`src/hdl/ncas_pkg.sv`:
```
// Shared types and constants for the nearest-center assignment unit.
// No dependencies; every other file imports this package.
package ncas_pkg;

  localparam int NUM_AXES   = 4;   // x, y, z, w
  localparam int IDX_OUT_W  = 2;   // width of center_index and nearest_center
  localparam int DIST_OUT_W = 34;  // width of squared_distance
  localparam int ACC_W      = 48;  // width of the running sum of squared errors

  localparam logic CMD_LOAD     = 1'b0;
  localparam logic CMD_CLASSIFY = 1'b1;

  // Control fields that travel with each item down the cell chain
  typedef struct packed {
    logic                 command;
    logic [IDX_OUT_W-1:0] center_index;
    logic                 last_sample;
  } ncas_ctrl_t;

endpackage

```
`src/hdl/ncas_cell.sv`:
```
// One cell of the chain: holds one center, squares the per-axis differences,
// then sums them and keeps the better of the incoming best and its own distance.
// Depends on ncas_pkg.
module ncas_cell #(
  parameter int COORD_BITS = 16,
  parameter int CELL_INDEX = 0,
  parameter int IDX_W      = 2
) (
  input  logic                                                 clk,
  input  logic                                                 rst,
  input  logic                                                 up_valid,
  output logic                                                 up_ready,
  input  ncas_pkg::ncas_ctrl_t                                 up_ctrl,
  input  logic [ncas_pkg::NUM_AXES-1:0][COORD_BITS-1:0]        up_sample,
  input  logic [2*COORD_BITS+1:0]                              up_dist,
  input  logic [IDX_W-1:0]                                     up_idx,
  output logic                                                 dn_valid,
  input  logic                                                 dn_ready,
  output ncas_pkg::ncas_ctrl_t                                 dn_ctrl,
  output logic [ncas_pkg::NUM_AXES-1:0][COORD_BITS-1:0]        dn_sample,
  output logic [2*COORD_BITS+1:0]                              dn_dist,
  output logic [IDX_W-1:0]                                     dn_idx
);
  import ncas_pkg::*;

  localparam int SQ_W   = 2 * COORD_BITS;
  localparam int DIST_W = 2 * COORD_BITS + 2;

  logic [NUM_AXES-1:0][COORD_BITS-1:0] center;

  // square stage
  logic                                a_valid;
  logic                                a_ready;
  ncas_ctrl_t                          a_ctrl;
  logic [NUM_AXES-1:0][COORD_BITS-1:0] a_sample;
  logic [NUM_AXES-1:0][SQ_W-1:0]       a_sq;
  logic [DIST_W-1:0]                   a_best;
  logic [IDX_W-1:0]                    a_idx;

  // compare stage
  logic                                b_valid;
  logic                                b_ready;
  ncas_ctrl_t                          b_ctrl;
  logic [NUM_AXES-1:0][COORD_BITS-1:0] b_sample;
  logic [DIST_W-1:0]                   b_best;
  logic [IDX_W-1:0]                    b_idx;

  logic                                a_take;
  logic                                b_take;
  logic                                center_wr;
  logic [NUM_AXES-1:0][COORD_BITS:0]   diff;
  logic [NUM_AXES-1:0][COORD_BITS:0]   mag;
  logic [NUM_AXES-1:0][SQ_W-1:0]       sq_next;
  logic [DIST_W-1:0]                   d_sum;
  logic                                take_own;

  assign a_ready  = !a_valid || b_ready;
  assign b_ready  = !b_valid || dn_ready;
  assign up_ready = a_ready;
  assign a_take   = up_valid && a_ready;
  assign b_take   = a_valid && b_ready;

  // The index field is two bits wide, so cells from the fifth on never take a load
  assign center_wr = a_take && (up_ctrl.command == CMD_LOAD) && (CELL_INDEX < 4) &&
                     (32'(up_ctrl.center_index) == CELL_INDEX);

  always_comb begin
    for (int i = 0; i < NUM_AXES; i++) begin
      diff[i]    = {up_sample[i][COORD_BITS-1], up_sample[i]} -
                   {center[i][COORD_BITS-1], center[i]};
      mag[i]     = diff[i][COORD_BITS] ? (~diff[i] + 1'b1) : diff[i];
      sq_next[i] = SQ_W'(mag[i][COORD_BITS-1:0]) * SQ_W'(mag[i][COORD_BITS-1:0]);
    end
  end

  assign d_sum = DIST_W'(a_sq[0]) + DIST_W'(a_sq[1]) + DIST_W'(a_sq[2]) + DIST_W'(a_sq[3]);
  // Center 0 always wins over the zero start value; later cells win only when strictly closer
  assign take_own = (CELL_INDEX == 0) || (d_sum < a_best);

  always_ff @(posedge clk) begin
    if (rst) begin
      a_valid <= 1'b0;
      b_valid <= 1'b0;
      center  <= '0;
    end else begin
      if (a_ready) begin
        a_valid <= up_valid;
      end
      if (b_ready) begin
        b_valid <= a_valid;
      end
      if (center_wr) begin
        center <= up_sample;
      end
    end
  end

  always_ff @(posedge clk) begin
    if (a_take) begin
      a_ctrl   <= up_ctrl;
      a_sample <= up_sample;
      a_sq     <= sq_next;
      a_best   <= up_dist;
      a_idx    <= up_idx;
    end
    if (b_take) begin
      b_ctrl   <= a_ctrl;
      b_sample <= a_sample;
      b_best   <= take_own ? d_sum : a_best;
      b_idx    <= take_own ? IDX_W'(CELL_INDEX) : a_idx;
    end
  end

  assign dn_valid  = b_valid;
  assign dn_ctrl   = b_ctrl;
  assign dn_sample = b_sample;
  assign dn_dist   = b_best;
  assign dn_idx    = b_idx;

endmodule

```
`config.mk`:
```
export PLATFORM = sky130hd
export DESIGN_NAME = ncas_cell
export DESIGN_NICKNAME = d
export VERILOG_FILES = /design/src/hdl/ncas_pkg.sv /design/src/hdl/ncas_cell.sv
export SDC_FILE = /design/constraint.sdc
export NUM_CORES = 2
export LEC_CHECK = 0
export ABC_AREA = 1
export BUFFER_PORTS_ARGS = -buffer_cell sky130_fd_sc_hd__buf_2
export CORE_MARGIN = 10
export CORE_UTILIZATION = 31
export CTS_BUF_LIST = sky130_fd_sc_hd__clkbuf_4 sky130_fd_sc_hd__clkbuf_8
export DETAILED_ROUTE_END_ITERATION = 10
export GPL_TIMING_DRIVEN = 0
export PLACE_DENSITY = 0.46
export RECOVER_POWER = 100
export SLEW_MARGIN = 20
export SYNTH_ARGS = -nofsm -noshare
export SYNTH_HDL_FRONTEND = slang
export SYNTH_SLANG_ARGS = --single-unit
```
`constraint.sdc`:
```
create_clock -name clk -period 8.7 [get_ports clk]
set_input_delay 0.87 -clock clk [delete_from_list [all_inputs] [get_ports clk]]
set_output_delay 0.87 -clock clk [all_outputs]
set_load 0.05 [all_outputs]
```
# ---- After elaboration in Yosys (flattened, before gate mapping)
# Cells that the tools add are included.
# W data, S select, Z words.
dict set report word_totals {
  output_inout_bits 106
  elab_cells 58
  inputBits 108
  ff_bits 364
}
dict set report classes {
  n_addsub 11
  n_reduce_logical 9
  muxes 4
  bitwise_logic 5
  mul 4
}
# operator n
set ops {}
lappend ops {{$mul A16 B16 Y32} 4}
lappend ops {{$sub A16 B16 Y17} 4}
lappend ops {{$add A16 B1 Y16 const B} 4}
lappend ops {{$mux W16} 4}
lappend ops {{$not A16 Y16} 4}
lappend ops {{$add A33 B32 Y34} 1}
lappend ops {{$add A34 B32 Y34} 1}
lappend ops {{$add A32 B32 Y33} 1}
lappend ops {{$logic_and A1 B1 Y1} 4}
lappend ops {{$logic_not A1 Y1} 2}
lappend ops {{$logic_not A2 Y1} 1}
lappend ops {{$logic_or A1 B1 Y1} 2}
lappend ops {{$not A1 Y1} 1}

# ---- Logic depth before layout (Yosys ltp)
dict set report logic_depth {
  word_depth 6
  depth_mapped 47
  ltp_nobuf 46
}

# ---- Worst setup path after synthesis
# Ideal clock, no wire load.
dict set report synth_path {
  path_kind {input port to flip-flop}
  from {input port up_sample[0] (netlist name)}
  to {register a_sq[27] (netlist name), data pin}
  path_buffers 0
  t_required_ns 8.448
  cell_stages 37
  setup_time_ns 0.252
  setup_slack_ns 0.730
  arrival_ns 7.718
  path_cell_list {inv_1 -> ha_1 -> inv_1 -> fa_1 -> inv_1 -> ha_1 -> inv_1 -> nor2_1 -> nand3_1 -> nor2_1 -> nand3_1 -> nor2_1 -> nand3_1 -> nand2_1 -> nand3_1 -> nand2_1 -> clkinv_1 -> nand2_1 -> fa_1 -> fa_1 -> inv_1 -> fa_1 -> fa_1 -> fa_1 -> fa_1 -> ha_1 -> a21o_1 -> a31oi_1 -> nand2_1 -> a31oi_1 -> o21ai_0 -> a21oi_1 -> o21bai_1 -> nand2_1 -> nand2_1 -> nand2_1 -> nand2_1}
}
# item line
set synth_rtl {}
lappend synth_rtl {{start, declared} ncas_cell.sv:14} ;# input logic [ncas_pkg::NUM_AXES-1:0][COORD_BITS-1:0] up_sample,
lappend synth_rtl {{end signal, assigned} ncas_cell.sv:102} ;# a_sq <= sq_next;
lappend synth_rtl {{end, declared} ncas_cell.sv:36} ;# logic [NUM_AXES-1:0][SQ_W-1:0] a_sq;

==> impl_metrics.xml <==
<?xml version="1.0" encoding="UTF-8"?>
<metrics>
  <group name="clock_tree">
    <metric name="cts_htree_levels" unit="">3</metric>
    <metric name="numClockSinks" unit="">360</metric>
    <metric name="cts-hold-fix-buffers" unit="">0</metric>
    <metric name="cts-root-buf" unit="">clkbuf_8</metric>
    <metric name="cts_buffers" unit="">75</metric>
    <metric name="cts_tree" unit="">done</metric>
    <metric name="worstSkewPairLatency" unit="ns">0.75</metric>
    <metric name="clockBufferDepth" unit="">3</metric>
    <metric name="cts.clk_slew.worst_paths" unit="ns">0.06</metric>
  </group>
  <group name="logic_synthesis">
    <metric name="predominant_post_synthesis_flop_cell" unit="">edfxtp_1</metric>
    <metric name="post_synth_instance_area" unit="um^2">48200</metric>
    <metric name="post_synth_num_cell_types" unit="">62</metric>
    <metric name="synth_async_sr_flop_share" unit="%">0</metric>
    <metric name="yosysSeqAreaShare" unit="%">21.0</metric>
    <metric name="syn-instance-count" unit="">5403</metric>
    <metric name="synth_edf_count" unit="">294</metric>
    <metric name="synth_seq_cells" unit="">360</metric>
    <metric name="yosys_warnings" unit="">0</metric>
    <metric name="postSynthAreaPerCell" unit="um^2">8.92</metric>
  </group>
  <group name="placed_design">
    <metric name="detailed_place_hpwl" unit="mm">115</metric>
    <metric name="globalplace.congestion" unit="">0.892</metric>
    <metric name="detailed_place.area" unit="um^2">51900</metric>
    <metric name="pre_cts_slack" unit="ns">-1.40</metric>
    <metric name="portBuffers" unit="">174</metric>
  </group>
  <group name="critical_path">
    <metric name="crit_type" unit="">input port to flop</metric>
    <metric name="cp_slowest_cell" unit="">fa_1</metric>
    <metric name="crit_family" unit="">adder cells</metric>
    <metric name="reg2reg_depth" unit="">36</metric>
    <metric name="worstPathRequired" unit="ns">9.17</metric>
    <metric name="critical_path.max_stage_delay" unit="ns">0.56</metric>
    <metric name="worst-endpoint-arrival" unit="ns">8.77</metric>
    <metric name="regToRegEndpoint" unit="">a_sq[125]$_DFFE_PP_</metric>
    <metric name="timing.critical_path.fanout_max" unit="">10</metric>
    <metric name="worstSetupEndpoint" unit="">a_sq[27]$_DFFE_PP_</metric>
    <metric name="cp-end-kind" unit="">flop</metric>
    <metric name="worstReg2RegStart" unit="">center[48]$_SDFFE_PP0P_</metric>
    <metric name="worst_setup_path_startpoint" unit="">up_sample[0]</metric>
    <metric name="worst-path-buf-inv" unit="">9</metric>
    <metric name="critical_path.startpoint_type" unit="">input port</metric>
    <metric name="worst-path-stages" unit="">39</metric>
    <metric name="reg2reg_setup_slack" unit="ns">0.45</metric>
  </group>
  <group name="drt">
    <metric name="detail_route.wl_per_cell" unit="um">17.5</metric>
    <metric name="detailedRoute.firstPassIterationCount" unit="">6</metric>
    <metric name="route.vias.total" unit="">35400</metric>
    <metric name="drc_errors" unit="">0</metric>
    <metric name="antenna_violating_nets_post_route" unit="">0</metric>
    <metric name="detail_route.wirelength" unit="mm">136</metric>
    <metric name="dr.first_iter.drc_count" unit="">1612</metric>
    <metric name="viasPerCell" unit="">4.54</metric>
  </group>
  <group name="global_route">
    <metric name="grt_pass1_vias" unit="">38100</metric>
    <metric name="grt_antenna_before_repair" unit="">6</metric>
    <metric name="global_route_wire_length_before_repair" unit="mm">216</metric>
    <metric name="pin_count_of_the_biggest_net_entering_global_routing" unit="">86</metric>
    <metric name="grt_overflow_total" unit="">0</metric>
    <metric name="grt.total_usage" unit="%">16.0</metric>
  </group>
  <group name="sta">
    <metric name="final_min_period_over_clock_period" unit="%">95.5</metric>
    <metric name="tightestPinTransition" unit="ns">1.13</metric>
    <metric name="skew" unit="ns">0.0383</metric>
    <metric name="min_period" unit="ns">8.31</metric>
    <metric name="worst_slack" unit="ns">0.392</metric>
    <metric name="finalHoldViolations" unit="">0</metric>
    <metric name="drv_slew" unit="">0</metric>
    <metric name="grt_setup_unrepaired" unit="">yes</metric>
    <metric name="timing.hold.ws" unit="ns">0.318</metric>
    <metric name="max-slew-margin-rel" unit="%">24.6</metric>
    <metric name="fmax" unit="MHz">120</metric>
    <metric name="setup_viol_count_final" unit="">0</metric>
  </group>
  <group name="die">
    <metric name="io_pins" unit="">214</metric>
    <metric name="floorplan.core_area" unit="um^2">154000</metric>
    <metric name="floorplan.die_area" unit="um^2">172000</metric>
    <metric name="chipWidth" unit="um">414</metric>
    <metric name="initial_utilization" unit="%">31.2</metric>
    <metric name="rows" unit="">144</metric>
    <metric name="die-height" unit="um">414</metric>
  </group>
  <group name="hold_path">
    <metric name="hold_path.class" unit="">input port to flop</metric>
  </group>
  <group name="final_layout">
    <metric name="stdcell_area" unit="um^2">54100</metric>
    <metric name="final_core_utilization" unit="%">35.0</metric>
    <metric name="drive_above_1_share" unit="%">10.3</metric>
    <metric name="synthToLayoutAreaGrowth" unit="%">12.1</metric>
    <metric name="finish.net_count" unit="">6990</metric>
  </group>
  <group name="job">
    <metric name="maxCapViolCount" unit="">0</metric>
  </group>
  <group name="outcome">
    <metric name="status" unit="">complete, no violations</metric>
  </group>
</metrics>
==> cell usage in the layout, fill, tap and decap left out, types with 42 or more instances in the layout <==
| master | n |
|---|---|
| inv_1 | 1286 |
| nand2_1 | 793 |
| fa_1 | 715 |
| nor2_1 | 543 |
| ha_1 | 484 |
| edfxtp_1 | 294 |
| a21oi_1 | 215 |
| buf_2 | 184 |
| nand3_1 | 151 |
| xor2_1 | 108 |
| o21ai_0 | 98 |
| clkbuf_8 | 79 |
| xnor2_1 | 66 |
| dfxtp_1 | 66 |
| a211oi_1 | 65 |
| nand2_2 | 42 |
==> how the worst min path moves through the flow <==
| stage | startpoint | to | slack, ns | depth (start not counted) |
|---|---|---|---|---|
| detailed placement | a_sample[31]$_DFFE_PP_ | dn_sample[31]$_DFFE_PP_ | 0.40 | 0 |
| global route | up_sample[16] | a_sample[16]$_DFFE_PP_ | 0.25 | 1 |
| CTS | up_ctrl[3] | a_ctrl[3]$_DFFE_PP_ | 0.20 | 1 |
| finish | up_sample[16] | a_sample[16]$_DFFE_PP_ | 0.32 | 1 |
| floorplan | a_ctrl[0]$_DFFE_PP_ | dn_ctrl[0]$_DFFE_PP_ | 0.40 | 0 |
| global placement | a_sample[36]$_DFFE_PP_ | dn_sample[36]$_DFFE_PP_ | 0.40 | 0 |
==> cell usage after synthesis, types with 6 or more instances <==
cell type	number	area, um^2
ha_1	487	6090
nor2_2	14	87.6
o21ai_0	103	515
buf_2	35	175
nor2_1	555	2080
o21ai_1	6	30.0
a21oi_2	8	70.1
edfxtp_1	294	8830
dfxtp_1	66	1320
xnor2_1	68	596
a21o_1	16	120
inv_2	38	143
or2_2	7	43.8
clkbuf_1	28	105
a21boi_0	11	82.6
nand3_1	151	756
a31oi_1	25	156
xor2_1	122	1070
buf_6	8	90.1
a21oi_1	222	1110
fa_1	715	14300
inv_1	1292	4850
nor4_1	7	43.8
nand2_1	801	3010
nor2_4	14	158
xnor2_2	6	97.6
o21a_1	11	82.6
buf_4	9	67.6
nand2_2	38	238
nand3b_1	20	150
a211oi_1	65	488
nor3_1	34	170
o21bai_1	23	173
nand4_1	41	257
==> per-stage QoR <==
stage | std cells | TNS, ns
floorplan | 5406 | 0
global placement | 7624 | -272.57
detailed placement | 7632 | -37.99
CTS | 7764 | 0
global route | 7781 | -0.0637
finish | 7783 | 0
==> sequential cells by signal (all words and copies together), names as in the netlist <==
| name | flops |
|---|---|
| dn_valid | 1 |
| a_sq | 124 |
| a_sample | 64 |
| a_valid | 1 |
| dn_sample | 64 |
| center | 64 |
| dn_ctrl | 4 |
| dn_dist | 34 |
| a_ctrl | 4 |
==> cell families (layout without fill, tap and decap cells) <==
| logic type | Yosys count | count (layout) | share of synthesized area [%] |
|---|---|---|---|
| adders and majority gates | 1202 | 1202 | 42.3 |
| buffers and inverters | 1419 | 1748 | 11.4 |
| other | 2 | 9 | 0.0156 |
| AOI/OAI and AO/OA | 516 | 516 | 6.38 |
| DFF | 360 | 360 | 21.0 |
| and+or+nand+nor | 1700 | 1700 | 14.8 |
| xor gates and xnor gates | 204 | 204 | 4.04 |
==> layout make-up <==
cell class / count / area (um^2)
antenna: 4 / 10.0
buffer: 82 / 513
clock buffer: 98 / 1230
clock inverter: 34 / 412
fill: 16100 / 100000
inverter: 1337 / 5060
multi-input combinational: 3627 / 32900
sequential: 360 / 10100
tap: 2044 / 2560
timing repair buffer: 197 / 1190
==> repair_timing <==
action                                  CTS  global route
cloned                                    0             1
buffers inserted                          0            14
pin swaps                                 0             7
resized for setup                        19            99
endpoints found under the setup margin   11            37
==> routing by layer <==
layer / up-vias / wire length [um] / track usage [%]
met5: - / 17 / 0
met4: 2 / 3810 / 4.72
met3: 164 / 5720 / 2.03
met2: 619 / 66200 / 27.9
met1: 17300 / 60200 / 20.6
li1: 17200 / - / -
Power is not shown: default switching activity piles up to over one toggle a cycle in this logic, so the estimate is an artifact.
