===== src/hdl/ncas_pkg.sv =====
// Shared types and constants for the nearest-center assignment unit.
// No dependencies; every other file imports this package.
package ncas_pkg;

  localparam int NUM_AXES   = 4;   // x, y, z, w
  localparam int IDX_OUT_W  = 2;   // width of center_index and nearest_center
  localparam int DIST_OUT_W = 34;  // width of squared_distance
  localparam int ACC_W      = 48;  // width of the running sum of squared errors

  localparam logic CMD_LOAD     = 1'b0;
  localparam logic CMD_CLASSIFY = 1'b1;

  // Control fields that travel with each item down the cell chain
  typedef struct packed {
    logic                 command;
    logic [IDX_OUT_W-1:0] center_index;
    logic                 last_sample;
  } ncas_ctrl_t;

endpackage


===== src/hdl/ncas_if.sv =====


interface ncas_result_if;
  import ncas_pkg::*;

  logic                  valid;
  logic                  ready;
  logic [IDX_OUT_W-1:0]  nearest_center;
  logic [DIST_OUT_W-1:0] squared_distance;
  logic [ACC_W-1:0]      running_sse;
  logic                  set_done;

  modport source (output valid, nearest_center, squared_distance, running_sse, set_done,
                  input ready);
  modport sink   (input valid, nearest_center, squared_distance, running_sse, set_done,
                  output ready);
endinterface


===== src/hdl/ncas_accum.sv =====
// Tail of the chain: saturating sum of squared errors and the output register.
// Depends on ncas_pkg and ncas_result_if.
module ncas_accum #(
  parameter int DIST_W = 34,
  parameter int IDX_W  = 2
) (
  input  logic                 clk,
  input  logic                 rst,
  input  logic                 up_valid,
  output logic                 up_ready,
  input  ncas_pkg::ncas_ctrl_t up_ctrl,
  input  logic [DIST_W-1:0]    up_dist,
  input  logic [IDX_W-1:0]     up_idx,
  ncas_result_if.source        results
);
  import ncas_pkg::*;

  localparam int SUM_W = ((ACC_W > DIST_W) ? ACC_W : DIST_W) + 1;

  logic [ACC_W-1:0]      acc;
  logic                  out_valid;
  logic [IDX_OUT_W-1:0]  out_center;
  logic [DIST_OUT_W-1:0] out_dist;
  logic [ACC_W-1:0]      out_sse;
  logic                  out_done;

  logic                  take;
  logic [SUM_W-1:0]      sum;
  logic [ACC_W-1:0]      sat_sum;

  assign up_ready = !out_valid || results.ready;
  assign take     = up_valid && up_ready;

  assign sum     = SUM_W'(acc) + SUM_W'(up_dist);
  assign sat_sum = (|sum[SUM_W-1:ACC_W]) ? {ACC_W{1'b1}} : sum[ACC_W-1:0];

  always_ff @(posedge clk) begin
    if (rst) begin
      out_valid <= 1'b0;
      acc       <= '0;
    end else begin
      if (up_ready) begin
        out_valid <= up_valid;
      end
      // Clear after the closing sample; loads leave the sum alone
      if (take && (up_ctrl.command == CMD_CLASSIFY)) begin
        acc <= up_ctrl.last_sample ? '0 : sat_sum;
      end
    end
  end

  always_ff @(posedge clk) begin
    if (take) begin
      if (up_ctrl.command == CMD_CLASSIFY) begin
        out_center <= up_idx[IDX_OUT_W-1:0];
        out_dist   <= DIST_OUT_W'(up_dist);
        out_sse    <= sat_sum;
        out_done   <= up_ctrl.last_sample;
      end else begin
        out_center <= '0;
        out_dist   <= '0;
        out_sse    <= acc;
        out_done   <= 1'b0;
      end
    end
  end

  assign results.valid            = out_valid;
  assign results.nearest_center   = out_center;
  assign results.squared_distance = out_dist;
  assign results.running_sse      = out_sse;
  assign results.set_done         = out_done;

endmodule


===== src/flat_wrapper.sv =====
// flat-port wrapper written by rule: the top's interface ports become plain ports
module ncas_accum_flat import ncas_pkg::*;
#(
  parameter int DIST_W = 34,
  parameter int IDX_W  = 2
)
  (clk, rst, up_valid, up_ready, up_ctrl, up_dist, up_idx, results_valid, results_nearest_center, results_squared_distance, results_running_sse, results_set_done, results_ready);
  ncas_result_if results_i ();
  input  logic clk;
  input  logic rst;
  input  logic up_valid;
  output logic up_ready;
  input  ncas_pkg::ncas_ctrl_t up_ctrl;
  input  logic [DIST_W-1:0] up_dist;
  input  logic [IDX_W-1:0] up_idx;
  output wire logic [$bits(results_i.valid)-1:0] results_valid;
  output wire logic [$bits(results_i.nearest_center)-1:0] results_nearest_center;
  output wire logic [$bits(results_i.squared_distance)-1:0] results_squared_distance;
  output wire logic [$bits(results_i.running_sse)-1:0] results_running_sse;
  output wire logic [$bits(results_i.set_done)-1:0] results_set_done;
  input wire logic [$bits(results_i.ready)-1:0] results_ready;
  assign results_valid = results_i.valid;
  assign results_nearest_center = results_i.nearest_center;
  assign results_squared_distance = results_i.squared_distance;
  assign results_running_sse = results_i.running_sse;
  assign results_set_done = results_i.set_done;
  assign results_i.ready = results_ready;
  ncas_accum #(.DIST_W(DIST_W), .IDX_W(IDX_W)) u_core (.clk(clk), .rst(rst), .up_valid(up_valid), .up_ready(up_ready), .up_ctrl(up_ctrl), .up_dist(up_dist), .up_idx(up_idx), .results(results_i));
endmodule

===== config.mk =====
export PLATFORM = sky130hd
export DESIGN_NAME = ncas_accum_flat
export DESIGN_NICKNAME = d
export VERILOG_FILES = /design/src/hdl/ncas_pkg.sv /design/src/hdl/ncas_if.sv /design/src/hdl/ncas_accum.sv /design/src/flat_wrapper.sv
export SDC_FILE = /design/constraint.sdc
export NUM_CORES = 1
export LEC_CHECK = 0
export BUFFER_PORTS_ARGS = -buffer_cell sky130_fd_sc_hd__clkbuf_2
export CAP_MARGIN = 15
export CELL_PAD_IN_SITES_DETAIL_PLACEMENT = 1
export CELL_PAD_IN_SITES_GLOBAL_PLACEMENT = 2
export CORE_ASPECT_RATIO = 2
export CORE_UTILIZATION = 35
export CTS_CLUSTER_SIZE = 24
export DETAILED_ROUTE_END_ITERATION = 12
export PLACE_DENSITY_LB_ADDON = 0.12
export SKIP_LAST_GASP = 1
export SYNTH_ARGS = -nofsm -noshare
export SYNTH_HDL_FRONTEND = slang
export SYNTH_SLANG_ARGS = --single-unit

===== constraint.sdc =====
create_clock -name clk -period 5.65 [get_ports clk]
set_clock_uncertainty 0.2 [all_clocks]
set_input_delay 1.13 -clock clk [delete_from_list [all_inputs] [get_ports clk]]
set_output_delay 1.13 -clock clk [all_outputs]
set_load 0.03 [all_outputs]

Word-level counts from Yosys, hierarchy flattened
Index checks and enable logic that the tools add are counted.
Cells by class
  $add $sub $neg: 1
  mux-type cells: 3
  reduce and logical (&&, ||, !) cells: 4
Operators by type and width (number)
  2-to-1 mux 48 bit: 3
  adder 48 x 34 -> 49 bit: 1
  logical AND 1 bit: 2
  zero test 1 bit: 1
  logical OR 1 bit: 1
Storage, ports and cells
  flip-flop bits (word level): 134
  output and inout bits: 87
  input bits: 44

Logic depth before layout (Yosys ltp)
Gate-level depths: netlist of run 1.
  word-level depth: 4
  mapped depth: 12

Least setup slack after synthesis of run 1
Ideal clock, no wire load.
  path type: input port to flip-flop
  start point: in results_ready
  end point: reg u_core.acc[36]
  cell stages on the path: 7
  path slack: 0.266 ns
  data arrival time: 5.093 ns
  data required time: 5.359 ns
  library setup time: 0.091 ns
  path buffers: 1
  path through: nand2b_1 -> and2_1 -> nand2_1 -> nor3_1 -> clkbuf_1 -> a31oi_1 -> a311oi_1
Between the ends
  cells in the longest elaborated chain, start to end: 3
Ends and longest elaborated chain
  from (decl): RTL line flat_wrapper.sv:21  | input wire logic [$bits(results_i.ready)-1:0] results_ready;
  logical OR 1 bit: RTL line ncas_accum.sv:31  | assign up_ready = !out_valid || results.ready;
  logical AND 1 bit: RTL line ncas_accum.sv:32  | assign take = up_valid && up_ready;
  net u_core.take: RTL line ncas_accum.sv:27  | logic take;
  logical AND 1 bit: RTL line ncas_accum.sv:46  | if (take && (up_ctrl.command == CMD_CLASSIFY)) begin
  to (signal assigned): RTL line ncas_accum.sv:47  | acc <= up_ctrl.last_sample ? '0 : sat_sum;
  to (decl): RTL line ncas_accum.sv:20  | logic [ACC_W-1:0] acc;
The timed path passes the listed nets, and every way through them passes these cells.
A chain may end at the register's enable or synchronous reset.

Final worst setup path of run 1
  start point: in up_dist[0]
  end point: reg u_core.out_sse[23], in the netlist u_core.results.running_sse[23], data pin
Between the ends
  cells in the longest elaborated chain, start to end: 3
Ends and longest elaborated chain
  from (decl): RTL line flat_wrapper.sv:14  | input logic [DIST_W-1:0] up_dist;
  adder 48 x 34 -> 49 bit: RTL line ncas_accum.sv:34  | assign sum = SUM_W'(acc) + SUM_W'(up_dist);
  2-to-1 mux 48 bit: RTL line ncas_accum.sv:35  | assign sat_sum = (|sum[SUM_W-1:ACC_W]) ? {ACC_W{1'b1}} : sum[ACC_W-1:0];
  2-to-1 mux 48 bit: RTL line ncas_accum.sv:54  | if (up_ctrl.command == CMD_CLASSIFY) begin
  to (signal assigned): RTL line ncas_accum.sv:57  | out_sse <= sat_sum;
  to (decl): RTL line ncas_accum.sv:24  | logic [ACC_W-1:0] out_sse;
Every way passes these cells.

==> run summary, run 1 <==
The path category of the worst min-delay check is flop to flop. Global routing consumed, over all layers together, 21.6% of the routing resources. Clock latency on the worst-skew pair, taken at its later pin, is 0.44 ns. The number of input and output port buffers inserted is 128, and the initial antenna violation count is 0. Once the clock tree was built, the resizer swapped 0 gates to a different size. For this design, the sink count on the clock tree is 134.

For this run the aggregate overflow at the end of global routing stands at 0. The slowest stage of the critical path is the sky130_fd_sc_hd__nor3_1 cell. The data arrival at the endpoint of the critical path came out at 4.13 ns.

Summing over every cut layer, the via total after detailed routing is 6331. The post-CTS setup buffer count was 0; the setup violation total in the final timing report was 0. STA puts the critical path data required time at 5.60 ns.

Broken down by cell family, the worst path's largest delay share belongs to compound AO/OA/AOI/OAI gates. Dividing total power by cell area gives a power density of 303 mW/mm2. Of the cells placed in the final design, the portion with a size suffix greater than 1 is 20.8%. The net count reported at finish came out at 969. For the post-route DRC violation count, the log shows 0. Row generation in the floorplan step produced 74 rows.

Iteration-0 DRC count of the detailed router: 167. On the final layout, the worst hold slack is 0.271 ns. Ranked by instance count, the synthesized netlist is headed by 85 x sky130_fd_sc_hd__a21oi_1, 85 x sky130_fd_sc_hd__edfxtp_1, 85 x sky130_fd_sc_hd__nor2_1. For the worst supply voltage drop on vdd, the log shows 0.165 mV.

By area the synthesized netlist is led by sky130_fd_sc_hd__edfxtp_1 35%, sky130_fd_sc_hd__dfxtp_1 13%, sky130_fd_sc_hd__a21oi_1 5.8%, sky130_fd_sc_hd__ha_1 5.8%, sky130_fd_sc_hd__nor2_1 4.3%. Count of buffer and inverter cells on the critical path: 2. In this run the static leakage power is 3.63 nW. Path type of the worst setup path: primary input to flop. The accumulated negative setup slack was 0 ns; the number of fill cells was 2428. The per-instance average area after synthesis is 9.45 um2, and the area inside the core boundary is 0.0206 mm2. The number of clock buffers added by TritonCTS is 17.

The flow ran to the end, and the final reports show no timing, DRC or antenna violations. The final worst-path cycle share was 74.0%. Max-slew violation count: 0.

For this configuration, the core starts out at a cell density of 36.0%. Library cell with the largest summed area after synthesis: sky130_fd_sc_hd__edfxtp_1. The share of Yosys cell area claimed by the top area cell type is 34.5%, and the wire length of the first global-routing pass is 36000 um. Global placement routability congestion: 0.848. The logs give 69 for the number of distinct standard cells referenced by the synthesized netlist and 0 for the hold buffer count at CTS. The sort of element at the end of the critical path was a flop. Clock-pin slew on the worst setup and hold paths: 0.05 ns. Traced cell by cell, the critical path runs through clkbuf_2 -> ha_1 -> fa_1 -> a21o_1 -> a221oi_2 -> or2_1 -> o21ai_2 -> o211ai_2 -> a21oi_2 -> buf_4 -> nor3_1 -> a21oi_1. The count of nets left with antenna violations once routing finished came out at 0. The final layout contains routed wiring with a total length of 22400 um. Derived from the worst setup path, the maximum achievable clock frequency is 239 MHz.

The number of failing hold endpoints at the final stage was 0; the reported max-cap violation count was 0. The worst pin sits at a relative slew slack of 29.2%. The number of instances in the synthesized netlist was 782; the die height was 208 um.

The sequential cells in the finished layout cover a total of 0.00353 mm2. In the final layout, the multi-input gates occupy 0.00360 mm2. The worst stage delay on the critical path works out to 0.42 ns.

The horizontal extent of the die was 105 um; the number of top-level pins was 131. The Yosys step of the flow raised 0 warnings. Before antenna repair, the detailed router went through 4 iterations. The run gives 2 as the buffer levels on the longest clock path. The layout overhead on the synthesized area was 19.1%; the sequential cell area fraction in the yosys report was 47.8%. The post-synth net total was 861. TritonCTS built the clock tree. The H-tree was split into 4 levels. The worst setup path is launched from a primary input. Entering global routing, the biggest net connects 63 pins.

Setup repair after global routing left no endpoint under its margin. The post-synthesis register bit count is 134, and the share of async-settable or async-resettable flops after synthesis is 0%. The mapped netlist covers 0.00739 mm2. The detailed placer's ending HPWL was 16700 um; the number of global-route vias before repair was 6884.

Counting flops with a built-in enable in the synthesized netlist gives 85. The floorplan step defined a die boundary enclosing 0.0217 mm2. For the pin with the worst max-slew slack, the measured transition is 1.06 ns. The final routed wire length divided by cell count was 19.2 um. In this run the clock root is driven by a sky130_fd_sc_hd__clkbuf_16. Along the worst path, the maximum fanout reaches 38.

In the synthesized netlist the dominant register cell turns out to be sky130_fd_sc_hd__edfxtp_1. In the routed layout, each cell is associated on average with a via count of 5.42. The repair_antennas step left the layout with diodes totalling 0.

The post-route minimum period came out at 4.18 ns.
==> cell type report <==
| class | count | share of cell area [%] |
|---|---|---|
| clock buffers | 23 | 5.31 |
| clock inverters | 9 | 1.44 |
| inverters | 15 | 0.639 |
| multi-input cells | 588 | 40.9 |
| flip-flops and latches | 134 | 40.1 |
| well taps | 266 | 3.78 |
| repair buffers | 134 | 7.82 |
==> where the power goes <==
| group | total [mW] | switching, mW | internal (mW) |
|---|---|---|---|
| clock network | 1.13 | 0.418 | 0.714 |
| logic | 0.410 | 0.287 | 0.123 |
| registers | 1.12 | 0.0196 | 1.10 |
| total | 2.66 | 0.724 | 1.94 |
==> cells in the final DEF, fill, tap and decap left out, drive strengths merged, types with 16 or more instances in the layout <==
cell / Yosys / layout
dfxtp: 49 / 49
xnor2: 16 / 16
a31oi: 20 / 20
a21oi: 87 / 87
nand2: 78 / 78
edfxtp: 85 / 85
and2: 42 / 42
nor3: 19 / 19
nor2: 86 / 86
ha: 34 / 34
clkbuf: 31 / 150
nand3: 20 / 20
o21ai: 56 / 56
==> per-layer routing <==
layer | up-vias | global-route usage [%] | share of wire (%)
met3 | 46 | 3.61 | 3.0
met2 | 121 | 42.5 | 58
met1 | 3105 | 20.5 | 36
met4 | 0 | 11.9 | 3.8
li1 | 3059 | - | -
met5 | - | 0 | 0
==> kinds of logic (layout without fill, tap and decap cells) <==
family / count (synthesis) / in the layout / synth area share [%]
xor+xnor: 30 / 30 / 3.55
mux: 7 / 7 / 0.998
fa+ha+maj: 35 / 35 / 6.02
buf+inv: 60 / 181 / 3.59
flops: 134 / 134 / 47.8
simple gates: 290 / 290 / 18.7
compound gates: 226 / 226 / 19.3
==> path summary, 6_finish.rpt <==
check / end / from / slack (ns) / cells after the start
min: u_core.acc[15]$_SDFFE_PP0P_ / u_core.acc[15]$_SDFFE_PP0P_ / 0.27 / 2
min reg2reg: u_core.acc[15]$_SDFFE_PP0P_ / u_core.acc[15]$_SDFFE_PP0P_ / 0.27 / 2
max reg2reg: u_core.results.running_sse[23]$_DFFE_PP_ / u_core.acc[0]$_SDFFE_PP0P_ / 1.95 / 11
max: u_core.results.running_sse[23]$_DFFE_PP_ / up_dist[0] / 1.47 / 12
==> registers in the layout (all words and copies together), names as in the netlist <==
register	flops
u_core.results.valid	1
u_core.results.squared_distance	34
u_core.results.set_done	1
u_core.results.nearest_center	2
u_core.results.running_sse	48
u_core.acc	48
==> worst reg2reg max path, stage by stage (launching register included) <==
cell and delay [ns]:
sky130_fd_sc_hd__dfxtp_1 0.33, sky130_fd_sc_hd__ha_1 0.21, sky130_fd_sc_hd__fa_1 0.41, sky130_fd_sc_hd__a21o_1 0.22, sky130_fd_sc_hd__a221oi_2 0.34, sky130_fd_sc_hd__or2_1 0.23, sky130_fd_sc_hd__o21ai_2 0.17, sky130_fd_sc_hd__o211ai_2 0.33
sky130_fd_sc_hd__a21oi_2 0.11, sky130_fd_sc_hd__buf_4 0.32, sky130_fd_sc_hd__nor3_1 0.43, sky130_fd_sc_hd__a21oi_1 0.12
==> stage by stage <==
stage               cells  instance area, um2  worst slack, ns  util [%]  power [mW]
detailed placement   1137                8210            0.997      39.9        1.56
floorplan             782                7390            0.266         -        1.43
global placement     1137                8210            0.993      39.9        1.55
CTS                  1169                8800             1.45      42.8        2.71
global route         1169                8800             1.33      42.8        2.77
finish               1169                8800             1.47      42.8        2.66
(Power assumes the default switching activity.)
==> run 2: changes to the inputs <==
--- a/config.mk
+++ b/config.mk
@@ -5,12 +5,13 @@
 export SDC_FILE = /design/constraint.sdc
 export NUM_CORES = 1
 export LEC_CHECK = 0
+export ABC_AREA = 1
 export BUFFER_PORTS_ARGS = -buffer_cell sky130_fd_sc_hd__clkbuf_2
 export CAP_MARGIN = 15
 export CELL_PAD_IN_SITES_DETAIL_PLACEMENT = 1
 export CELL_PAD_IN_SITES_GLOBAL_PLACEMENT = 2
 export CORE_ASPECT_RATIO = 2
-export CORE_UTILIZATION = 35
+export CORE_UTILIZATION = 29
 export CTS_CLUSTER_SIZE = 24
 export DETAILED_ROUTE_END_ITERATION = 12
 export PLACE_DENSITY_LB_ADDON = 0.12
==> constraint.sdc (replaced) <==
create_clock -name clk -period 3.8 [get_ports clk]
set_clock_uncertainty 0.2 [all_clocks]
set_input_delay 0.76 -clock clk [delete_from_list [all_inputs] [get_ports clk]]
set_output_delay 0.76 -clock clk [all_outputs]
set_load 0.03 [all_outputs]
==> run summary, run 2 <==
The run finished with clean final reports. The logs give 0.0303 mm2 (was 0.0206 mm2) for the area inside the core boundary and 3863 (was 2428) for the number of fill cells. In this design, the critical path's most frequently occurring cell is sky130_fd_sc_hd__nand2_1. The cell with the most instances after synthesis is sky130_fd_sc_hd__nand2_1. The part of the total power dissipated in sequential elements was 40.4% (was 42.1%); the clock latency at the later pin of the worst-skew pair was 0.45 ns (was 0.44 ns).

The parity-gate share of the synthesized area counting xor and xnor cells is 2.44% (was 3.55%). The iteration-0 DRC count of the detailed router is 240 (was 167), and the number of distinct standard cells referenced by the synthesized netlist is 32 (was 69). TritonCTS built the clock tree.

The fraction of layout cells with a size suffix above 1 came out at 15.3% (was 20.8%). The first element of the critical path is up_dist[0] (unchanged). The number of warnings issued by yosys is 0 (unchanged). The number of instances in the synthesized netlist came out at 1315 (was 782). Worst reg-to-reg path cell count: 12 (was 11). The global placement routability congestion was 0.846 (was 0.848). The relative slew slack was 44.7% (was 29.2%). The simple-gate portion of the synthesized area was 33.7% (was 18.7%); the number of levels in the clock H-tree was 4 (unchanged).

The logs give 0 ns (unchanged) for the accumulated negative setup slack and 0 (unchanged) for the number of failing hold endpoints at the final stage. The sequential cell area fraction in the yosys report was 39.3% (was 47.8%); the switching portion of total power was 28.9% (was 27.2%). Worst stage delay on the critical path: 0.43 ns (was 0.42 ns). The horizontal extent of the die came out at 127 um (was 105 um). The logs give 18.2% (was 20.5%) for the fraction of met1 tracks used by global routing and 0 (unchanged) for the reported max-cap violation count. The run gives 1394 (was 861) as the post-synth net total.

Setup repair after global routing left no endpoint under its margin. The net count reported at finish was 1515 (was 969). The logs give 0.286 mV (was 0.165 mV) for the worst supply voltage drop on vdd and 1785 (was 1137) for the cell total after placement.

The multiplexer share of the synthesized area came out at 0% (was 0.998%). For the number of gates resized after cts, the log shows 0 (unchanged). The vias per cell came out at 4.61 (was 5.42).

The clock root buffer is sky130_fd_sc_hd__clkbuf_16 (unchanged). The tools report the internal power of the cells as 2.93 mW (was 1.94 mW). The tools report the first-pass iteration count of the detailed router as 4 (unchanged). Final worst-path cycle share: 81.1%.

The slowest cell on the critical path is sky130_fd_sc_hd__fa_1 (was sky130_fd_sc_hd__nor3_1). The tools report the antenna diode count as 0 (unchanged). The die height is 251 um (was 208 um). The setup violation total in the final timing report was 0 (unchanged); the maximum fanout count along the critical path was 18 (was 38). The total placed instance area was 0.0101 mm2 (was 0.00821 mm2); the design area was 0.0107 mm2 (was 0.00880 mm2). The aggregate routed wire length came out at 31100 um (was 22400 um). The complex-gate fraction of the synthesized area works out to 8.07% (was 19.3%). The logs give 8378 (was 6331) for the via count and 0.82 ns (was 1.95 ns) for the setup slack of the most critical reg-to-reg path.

The tools report the critical path required time as 3.78 ns (was 5.60 ns). The hold buffer count at CTS is 0 (unchanged). The number of top-level pins was 131 (unchanged). The logs give 42.8% (was 42.5%) for the met2 global-route usage and 2 (unchanged) for the buffer levels on the longest clock path. Commonest non-fill, non-tap cells in the layout: 523 x sky130_fd_sc_hd__nand2_1, 220 x sky130_fd_sc_hd__inv_1, 127 x sky130_fd_sc_hd__clkbuf_2 (was 127 x sky130_fd_sc_hd__clkbuf_2, 85 x sky130_fd_sc_hd__a21oi_1, 85 x sky130_fd_sc_hd__edfxtp_1).

The total standard cell area after synthesis was 0.00899 mm2 (was 0.00739 mm2). The most frequent standard cell in the layout excluding fill and tap cells was sky130_fd_sc_hd__nand2_1 (was sky130_fd_sc_hd__clkbuf_2). Path category of the worst min-delay check: flop to flop (unchanged). The clock sink total came out at 134 (unchanged). The library cell with the largest summed area after synthesis was sky130_fd_sc_hd__edfxtp_1 (unchanged). The tools report the detailed placer's ending HPWL as 25200 um (was 16700 um). The maximum frequency from static timing analysis was 325 MHz. The cell row count is 90 (was 74), and the initial antenna violation count is 0 (unchanged). Power density over cell area: 385 mW/mm2 (was 303 mW/mm2).

The post-synthesis register bit count came out at 134 (unchanged). Cells along the critical path: clkbuf_2 -> ha_1 -> fa_1 -> nand3_1 -> nand3_2 -> nand2_1 -> nand2_1 -> nand2_1 -> a21oi_4 -> nor2_8 -> buf_4 -> buf_4 -> a31oi_1 (was clkbuf_2 -> ha_1 -> fa_1 -> a21o_1 -> a221oi_2 -> or2_1 -> o21ai_2 -> o211ai_2 -> a21oi_2 -> buf_4 -> nor3_1 -> a21oi_1). Leading cell types by count after synthesis: 523 x sky130_fd_sc_hd__nand2_1, 220 x sky130_fd_sc_hd__inv_1, 109 x sky130_fd_sc_hd__nor2_1 (was 85 x sky130_fd_sc_hd__a21oi_1, 85 x sky130_fd_sc_hd__edfxtp_1, 85 x sky130_fd_sc_hd__nor2_1). The flip-flop cell with the highest count after synthesis was sky130_fd_sc_hd__edfxtp_1 (unchanged). The actual transition at the worst max-transition pin is 0.829 ns (was 1.06 ns), and the post-route DRC violation count is 0 (unchanged).

The relative contribution of combinational cells to total power is 16.3% (was 15.4%). The register area is 0.00353 mm2 (unchanged). The aggregate global routing overflow came out at 0 (unchanged). Reg-to-reg critical path endpoint: u_core.results.running_sse[17]$_DFFE_PP_ (was u_core.results.running_sse[23]$_DFFE_PP_).

The standby leakage power was 5.38 nW (was 3.63 nW); the post-route minimum period was 3.08 ns. Area of the die: 0.0318 mm2 (was 0.0217 mm2). The adder-cell share of the synthesized area is 4.95% (was 6.02%). The count of placed standard cells in the final layout, fillers left out is 1817 (was 1169), and the post-CTS setup buffer count is 0 (unchanged).

The most used routing layer was met2 (unchanged). The max-slew violation count was 0 (unchanged). Ranking of synthesized cells by area: sky130_fd_sc_hd__edfxtp_1 28%, sky130_fd_sc_hd__nand2_1 22%, sky130_fd_sc_hd__dfxtp_1 11%, sky130_fd_sc_hd__inv_1 9.2%, sky130_fd_sc_hd__ha_1 4.7% (was sky130_fd_sc_hd__edfxtp_1 35%, sky130_fd_sc_hd__dfxtp_1 13%, sky130_fd_sc_hd__a21oi_1 5.8%, sky130_fd_sc_hd__ha_1 5.8%, sky130_fd_sc_hd__nor2_1 4.3%).

The clock-pin slew on the worst setup and hold paths works out to 0.06 ns (was 0.05 ns). The sort of element at the end of the critical path was a flop (unchanged). The pin count of the biggest net entering global routing was 86 (was 63); the per-instance average area after synthesis was 6.84 um2 (was 9.45 um2). The met3 usage in global routing was 3.17% (was 3.61%). The logs give 0 (unchanged) for the post-route antenna net violation count and 43.2% (was 42.5%) for the power share of the clock group. Largest family of logic cells by synthesized area: simple AND/OR/NAND/NOR gates (was compound AO/OA/AOI/OAI gates). Launching point of the worst reg2reg path: u_core.acc[0]$_SDFFE_PP0P_ (unchanged).

The number of synthesized flops with an enable pin was 85 (unchanged). The layout overhead on the synthesized area was 18.8% (was 19.1%); the global router's overall resource usage was 20.3% (was 21.6%). The net switching component of the power came out at 1.19 mW (was 724 uW). Effective utilization at floorplan: 29.7% (was 36.0%). The final cell utilization of the core was 35.3% (was 42.8%). The share of async-settable or async-resettable flops after synthesis was 0% (unchanged).

Capture point of the critical path: u_core.results.running_sse[17]$_DFFE_PP_ (was u_core.results.running_sse[23]$_DFFE_PP_). The number of global-route vias before repair is 8700 (was 6884). The path type of the worst setup path is primary input to flop (unchanged).

The tools report the launching element type of the critical path as a primary input (unchanged). The number of input and output port buffers inserted came out at 128 (unchanged). The wire length of the first global-routing pass is 47700 um (was 36000 um), and the share of Yosys cell area claimed by the top area cell type is 28.4% (was 34.5%). The final routed wire length divided by cell count is 17.1 um (was 19.2 um), and the area occupied by multi-input gates is 0.00444 mm2 (was 0.00360 mm2).

The TritonCTS buffer count was 17 (unchanged). The logs give 3.06 ns (was 4.13 ns) for the data arrival at the endpoint of the critical path and 0.288 ns (was 0.271 ns) for the worst hold slack.
run 2: cell types whose count changed in the layout (fill, tap and decap cells not counted), moves of 13 or more:
cell,before,now
sky130_fd_sc_hd__nor3_1,18,3
sky130_fd_sc_hd__and2_1,41,0
sky130_fd_sc_hd__a31oi_1,19,33
sky130_fd_sc_hd__o21ai_0,31,8
sky130_fd_sc_hd__nand2_1,77,523
sky130_fd_sc_hd__o21ai_1,23,10
sky130_fd_sc_hd__nand3_2,0,16
sky130_fd_sc_hd__inv_1,15,220
sky130_fd_sc_hd__nor2_1,84,108
sky130_fd_sc_hd__a21o_1,13,0
sky130_fd_sc_hd__nand3_1,20,48
sky130_fd_sc_hd__a21oi_1,85,54
run 2: final cells by class:
class	instances	share of cell area (%)
timing repair buffer	140	7.33
multi-input combinational	916	41.5
sequential	134	33.1
clock buffer	21	4.12
tap	368	4.31
clock inverter	11	1.64
inverter	227	7.98
run 2: cell families (layout without fill, tap and decap cells):
| logic type | Yosys count | count (layout) |
|---|---|---|
| and+or+nand+nor | 733 | 733 |
| buffers and inverters | 265 | 399 |
| xor gates and xnor gates | 25 | 25 |
| adders and majority gates | 35 | 35 |
| AOI/OAI and AO/OA | 123 | 123 |
| DFF | 134 | 134 |
run 2: worst min path at each step:
stage                                            from  cells past startpoint  slack, ns                          end
final                     u_core.acc[31]$_SDFFE_PP0P_                      2       0.29  u_core.acc[31]$_SDFFE_PP0P_
after global routing      u_core.acc[22]$_SDFFE_PP0P_                      2       0.30  u_core.acc[22]$_SDFFE_PP0P_
after CTS                  u_core.acc[6]$_SDFFE_PP0P_                      2       0.29   u_core.acc[6]$_SDFFE_PP0P_
after detailed placement   u_core.acc[8]$_SDFFE_PP0P_                      2       0.28   u_core.acc[8]$_SDFFE_PP0P_
after global placement     u_core.acc[7]$_SDFFE_PP0P_                      2       0.27   u_core.acc[7]$_SDFFE_PP0P_
after floorplan            u_core.acc[0]$_SDFFE_PP0P_                      2       0.26   u_core.acc[0]$_SDFFE_PP0P_
run 2: power by group through the flow:
| stage | Combinational [mW] | Sequential [mW] | Clock [mW] |
|---|---|---|---|
| floorplan | 0.327 | 1.83 | 0 |
| global placement | 0.684 | 1.70 | 0 |
| detailed placement | 0.690 | 1.70 | 0 |
| CTS | 0.692 | 1.67 | 1.83 |
| global route | 0.744 | 1.67 | 1.87 |
| finish | 0.671 | 1.67 | 1.78 |
run 2: critical path, delay by kind of cell:
family | cells | cell delay (ns)
AND/OR/NAND/NOR | 6 | 0.82
adder cells (fa/ha/maj) | 2 | 0.68
buffers and inverters | 3 | 0.58
AO/OA/AOI/OAI | 2 | 0.20
run 2: per-stage QoR:
step	total power, mW	setup WS, ns
2_1_floorplan	2.15	0.0830
3_3_place_gp	2.38	0.249
3_5_place_dp	2.39	0.230
4_1_cts	4.19	0.713
5_1_grt	4.28	0.593
6_report	4.12	0.720
run 2: routing by layer:
metal	vias to the layer above	wire, um
met3	39	597
li1	4331	-
met4	0	980
met1	3918	10800
met5	-	0
met2	90	18700
==> run 3: changes to the inputs <==
==> constraint.sdc (replaced) <==
create_clock -name clk -period 2.7 [get_ports clk]
set_clock_uncertainty 0.2 [all_clocks]
set_input_delay 0.54 -clock clk [delete_from_list [all_inputs] [get_ports clk]]
set_output_delay 0.54 -clock clk [all_outputs]
set_load 0.03 [all_outputs]
==> run summary, run 3 (synthesis results as in run 2) <==
The run gives 1.74 mW (was 1.19 mW) as the net switching component of the power. For the relative contribution of combinational cells to total power, the log shows 19.5% (was 16.3%). The tools report the reg-to-reg critical path endpoint as u_core.results.running_sse[31]$_DFFE_PP_ (was u_core.results.running_sse[17]$_DFFE_PP_). The net count reported at finish was 1667 (was 1515); the area inside the core boundary was 0.0303 mm2 (unchanged). The worst hold slack came out at 0.147 ns (was 0.288 ns).

The initial antenna violation count came out at 0 (unchanged). Power share of the clock group: 39.6% (was 43.2%). The run gives 4 (unchanged) as the number of levels in the clock H-tree. For the iteration-0 DRC count of the detailed router, the log shows 262 (was 240). The most used routing layer was met2 (unchanged). The cell row count is 90 (unchanged), and the layout overhead on the synthesized area is 34.0% (was 18.8%). The number of global-route vias before repair is 9282 (was 8700), and the via count is 8977 (was 8378). The detailed placer's ending HPWL is 26300 um (was 25200 um). The number of failing hold endpoints at the final stage is 0 (unchanged). For the total placed instance area, the log shows 0.0113 mm2 (was 0.0101 mm2). For the wire length of the first global-routing pass, the log shows 50000 um (was 47700 um). Derived from the worst setup path, the maximum achievable clock frequency is 390 MHz. The data arrival at the endpoint of the critical path came out at 2.65 ns (was 3.06 ns). Standby leakage power: 6.19 nW (was 5.38 nW).

The launching point of the worst reg2reg path is u_core.acc[6]$_SDFFE_PP0P_ (was u_core.acc[0]$_SDFFE_PP0P_). For the global router's overall resource usage, the log shows 21.3% (was 20.3%). The number of input and output port buffers inserted is 128 (unchanged), and the aggregate global routing overflow is 0 (unchanged).

The power density over cell area is 476 mW/mm2 (was 385 mW/mm2). Path category of the worst min-delay check: primary input to flop (was flop to flop). The reported max-cap violation count came out at 0 (unchanged). TritonCTS built the clock tree. Setup repair after global routing left no endpoint under its margin.

Worst reg-to-reg path cell count: 14 (was 12). The run gives 0 (unchanged) as the post-route DRC violation count. The logs give 40.9% (was 40.4%) for the part of the total power dissipated in sequential elements and 86 (unchanged) for the pin count of the biggest net entering global routing.

The most frequent standard cell in the layout excluding fill and tap cells is sky130_fd_sc_hd__nand2_1 (unchanged). Commonest non-fill, non-tap cells in the layout: 506 x sky130_fd_sc_hd__nand2_1, 218 x sky130_fd_sc_hd__inv_1, 156 x sky130_fd_sc_hd__buf_4 (was 523 x sky130_fd_sc_hd__nand2_1, 220 x sky130_fd_sc_hd__inv_1, 127 x sky130_fd_sc_hd__clkbuf_2). The logs give 19.1% (was 18.2%) for the fraction of met1 tracks used by global routing and 3873 (was 3863) for the number of fill cells. The area of the die was 0.0318 mm2 (unchanged).

The post-route antenna net violation count was 0 (unchanged); the critical path required time was 2.79 ns (was 3.78 ns). The met2 global-route usage came out at 44.2% (was 42.8%). The fraction of layout cells with a size suffix above 1 is 26.5% (was 15.3%).

The aggregate routed wire length was 32600 um (was 31100 um); the die height was 251 um (unchanged). The number of cells on the worst hold path came out at 3 (was 2). The run gives 0.871 (was 0.846) as the global placement routability congestion. Hold buffer count at CTS: 0 (unchanged). The tools report the antenna diode count as 0 (unchanged). The setup violation total in the final timing report came out at 0 (unchanged). The tools report the area occupied by multi-input gates as 0.00463 mm2 (was 0.00444 mm2). The clock sink total was 134 (unchanged). The post-route minimum period is 2.56 ns. The clock root buffer was sky130_fd_sc_hd__clkbuf_16 (unchanged).

Final routed wire length divided by cell count: 16.5 um (was 17.1 um). The sort of element at the end of the critical path was a flop (unchanged). The design area was 0.0120 mm2 (was 0.0107 mm2).

The launching element type of the critical path was a flop (was a primary input). For the internal power of the cells, the log shows 4.00 mW (was 2.93 mW). Path type of the worst setup path: flop to flop (was primary input to flop). The final critical path takes up 94.8% of the cycle. The vias per cell was 4.56 (was 4.61); the clock latency at the later pin of the worst-skew pair was 0.45 ns (about the same). First element of the critical path: u_core.acc[6]$_SDFFE_PP0P_ (was up_dist[0]).

The run gives 2 (unchanged) as the buffer levels on the longest clock path. The tools report the setup slack of the most critical reg-to-reg path as 0.14 ns (was 0.82 ns). The run finished with clean final reports. The first-pass iteration count of the detailed router was 4 (unchanged). The number of top-level pins is 131 (unchanged). The worst supply voltage drop on vdd came out at 0.417 mV (was 0.286 mV). The register area is 0.00354 mm2 (was 0.00353 mm2), and the clock-pin slew on the worst setup and hold paths is 0.06 ns (about the same). The run gives 29.7% (unchanged) as the effective utilization at floorplan. For the max-slew violation count, the log shows 0 (unchanged).

The capture point of the critical path is u_core.results.running_sse[31]$_DFFE_PP_ (was u_core.results.running_sse[17]$_DFFE_PP_). The met3 usage in global routing is 3.28% (was 3.17%), and the maximum fanout count along the critical path is 12 (was 18). The actual transition at the worst max-transition pin came out at 0.488 ns (was 0.829 ns). Horizontal extent of the die: 127 um (unchanged).

Relative slew slack: 67.4% (was 44.7%). The TritonCTS buffer count came out at 17 (unchanged). The switching portion of total power was 30.4% (was 28.9%).
## run 3: cell count changes in the layout (fill, tap and decap cells not counted), moves of 4 or more
cell                       before  now
sky130_fd_sc_hd__nand2_2        6   23
sky130_fd_sc_hd__ha_1          34   29
sky130_fd_sc_hd__nor2_1       108   99
sky130_fd_sc_hd__buf_12         4    8
sky130_fd_sc_hd__nand2_1      523  506
sky130_fd_sc_hd__clkbuf_1       4    0
sky130_fd_sc_hd__ha_4           0    4
sky130_fd_sc_hd__nor2_2         6   15
sky130_fd_sc_hd__nand3_2       16   21
sky130_fd_sc_hd__nand3_1       48   41
sky130_fd_sc_hd__buf_4          9  156
## run 3: power groups by stage
stage	registers, mW	clock network (mW)	logic (mW)
6_report	2.35	2.27	1.12
4_1_cts	2.35	2.35	1.13
3_5_place_dp	2.39	0	1.12
3_3_place_gp	2.39	0	1.11
5_1_grt	2.36	2.41	1.23
2_1_floorplan	2.57	0	0.468
## run 3: final cells by class
| class | count | area share [%] |
|---|---|---|
| Clock inverter | 14 | 1.04 |
| Multi-Input combinational cell | 916 | 38.4 |
| Clock buffer | 18 | 3.65 |
| Sequential cell | 134 | 29.4 |
| Tap cell | 368 | 3.82 |
| Timing Repair Buffer | 292 | 16.5 |
| Inverter | 227 | 7.18 |
## run 3: how the worst min path moves through the flow
stage	from	slack, ns	to
global placement	u_core.acc[6]$_SDFFE_PP0P_	0.27	u_core.acc[6]$_SDFFE_PP0P_
finish	up_idx[1]	0.15	u_core.results.nearest_center[1]$_SDFFCE_PN0P_
floorplan	u_core.acc[0]$_SDFFE_PP0P_	0.26	u_core.acc[0]$_SDFFE_PP0P_
global route	up_idx[1]	0.13	u_core.results.nearest_center[1]$_SDFFCE_PN0P_
detailed placement	u_core.acc[17]$_SDFFE_PP0P_	0.28	u_core.acc[17]$_SDFFE_PP0P_
CTS	up_valid	0.12	u_core.results.valid$_SDFFE_PP0N_
## run 3: metrics by stage
step / std cells / util (%) / setup TNS, ns / setup slack [ns] / total power [mW]
CTS: 1967 / 39.1 / 0 / 0.0343 / 5.83
finish: 1969 / 39.8 / 0 / 0.139 / 5.74
detailed placement: 1935 / 37.3 / -29.61 / -0.398 / 3.51
global placement: 1935 / 37.3 / -26.30 / -0.352 / 3.50
floorplan: 1315 / - / -24.25 / -0.569 / 3.04
global route: 1969 / 39.8 / 0 / 0.00318 / 6.00
## run 3: metal layers
metal | wire length [um] | part of all wire [%] | vias up
li1 | - | - | 4647
met1 | 11400 | 35 | 4196
met2 | 19500 | 60 | 91
met3 | 559 | 1.7 | 43
met4 | 1170 | 3.6 | 0
met5 | 0 | 0 | -
## run 3: worst max-delay path, cell delays in order, from the launching register on
cell and delay, ns:
sky130_fd_sc_hd__dfxtp_1 0.33, sky130_fd_sc_hd__ha_1 0.36, sky130_fd_sc_hd__nand2_1 0.13, sky130_fd_sc_hd__buf_4 0.16
sky130_fd_sc_hd__inv_1 0.04, sky130_fd_sc_hd__nand2_1 0.05, sky130_fd_sc_hd__nand2_1 0.10, sky130_fd_sc_hd__inv_1 0.05
sky130_fd_sc_hd__nand2_1 0.11, sky130_fd_sc_hd__nand2_2 0.09, sky130_fd_sc_hd__a21oi_4 0.19, sky130_fd_sc_hd__nor2_8 0.08
sky130_fd_sc_hd__clkbuf_16 0.19, sky130_fd_sc_hd__buf_12 0.15, sky130_fd_sc_hd__a31oi_1 0.17
## run 3: repair_timing
action,in CTS,in global routing
pin swaps,0,1
setup endpoints to repair,11,87
resized for setup,1,33
hold endpoints to repair,0,0
cloned,0,1
buffers inserted,0,1
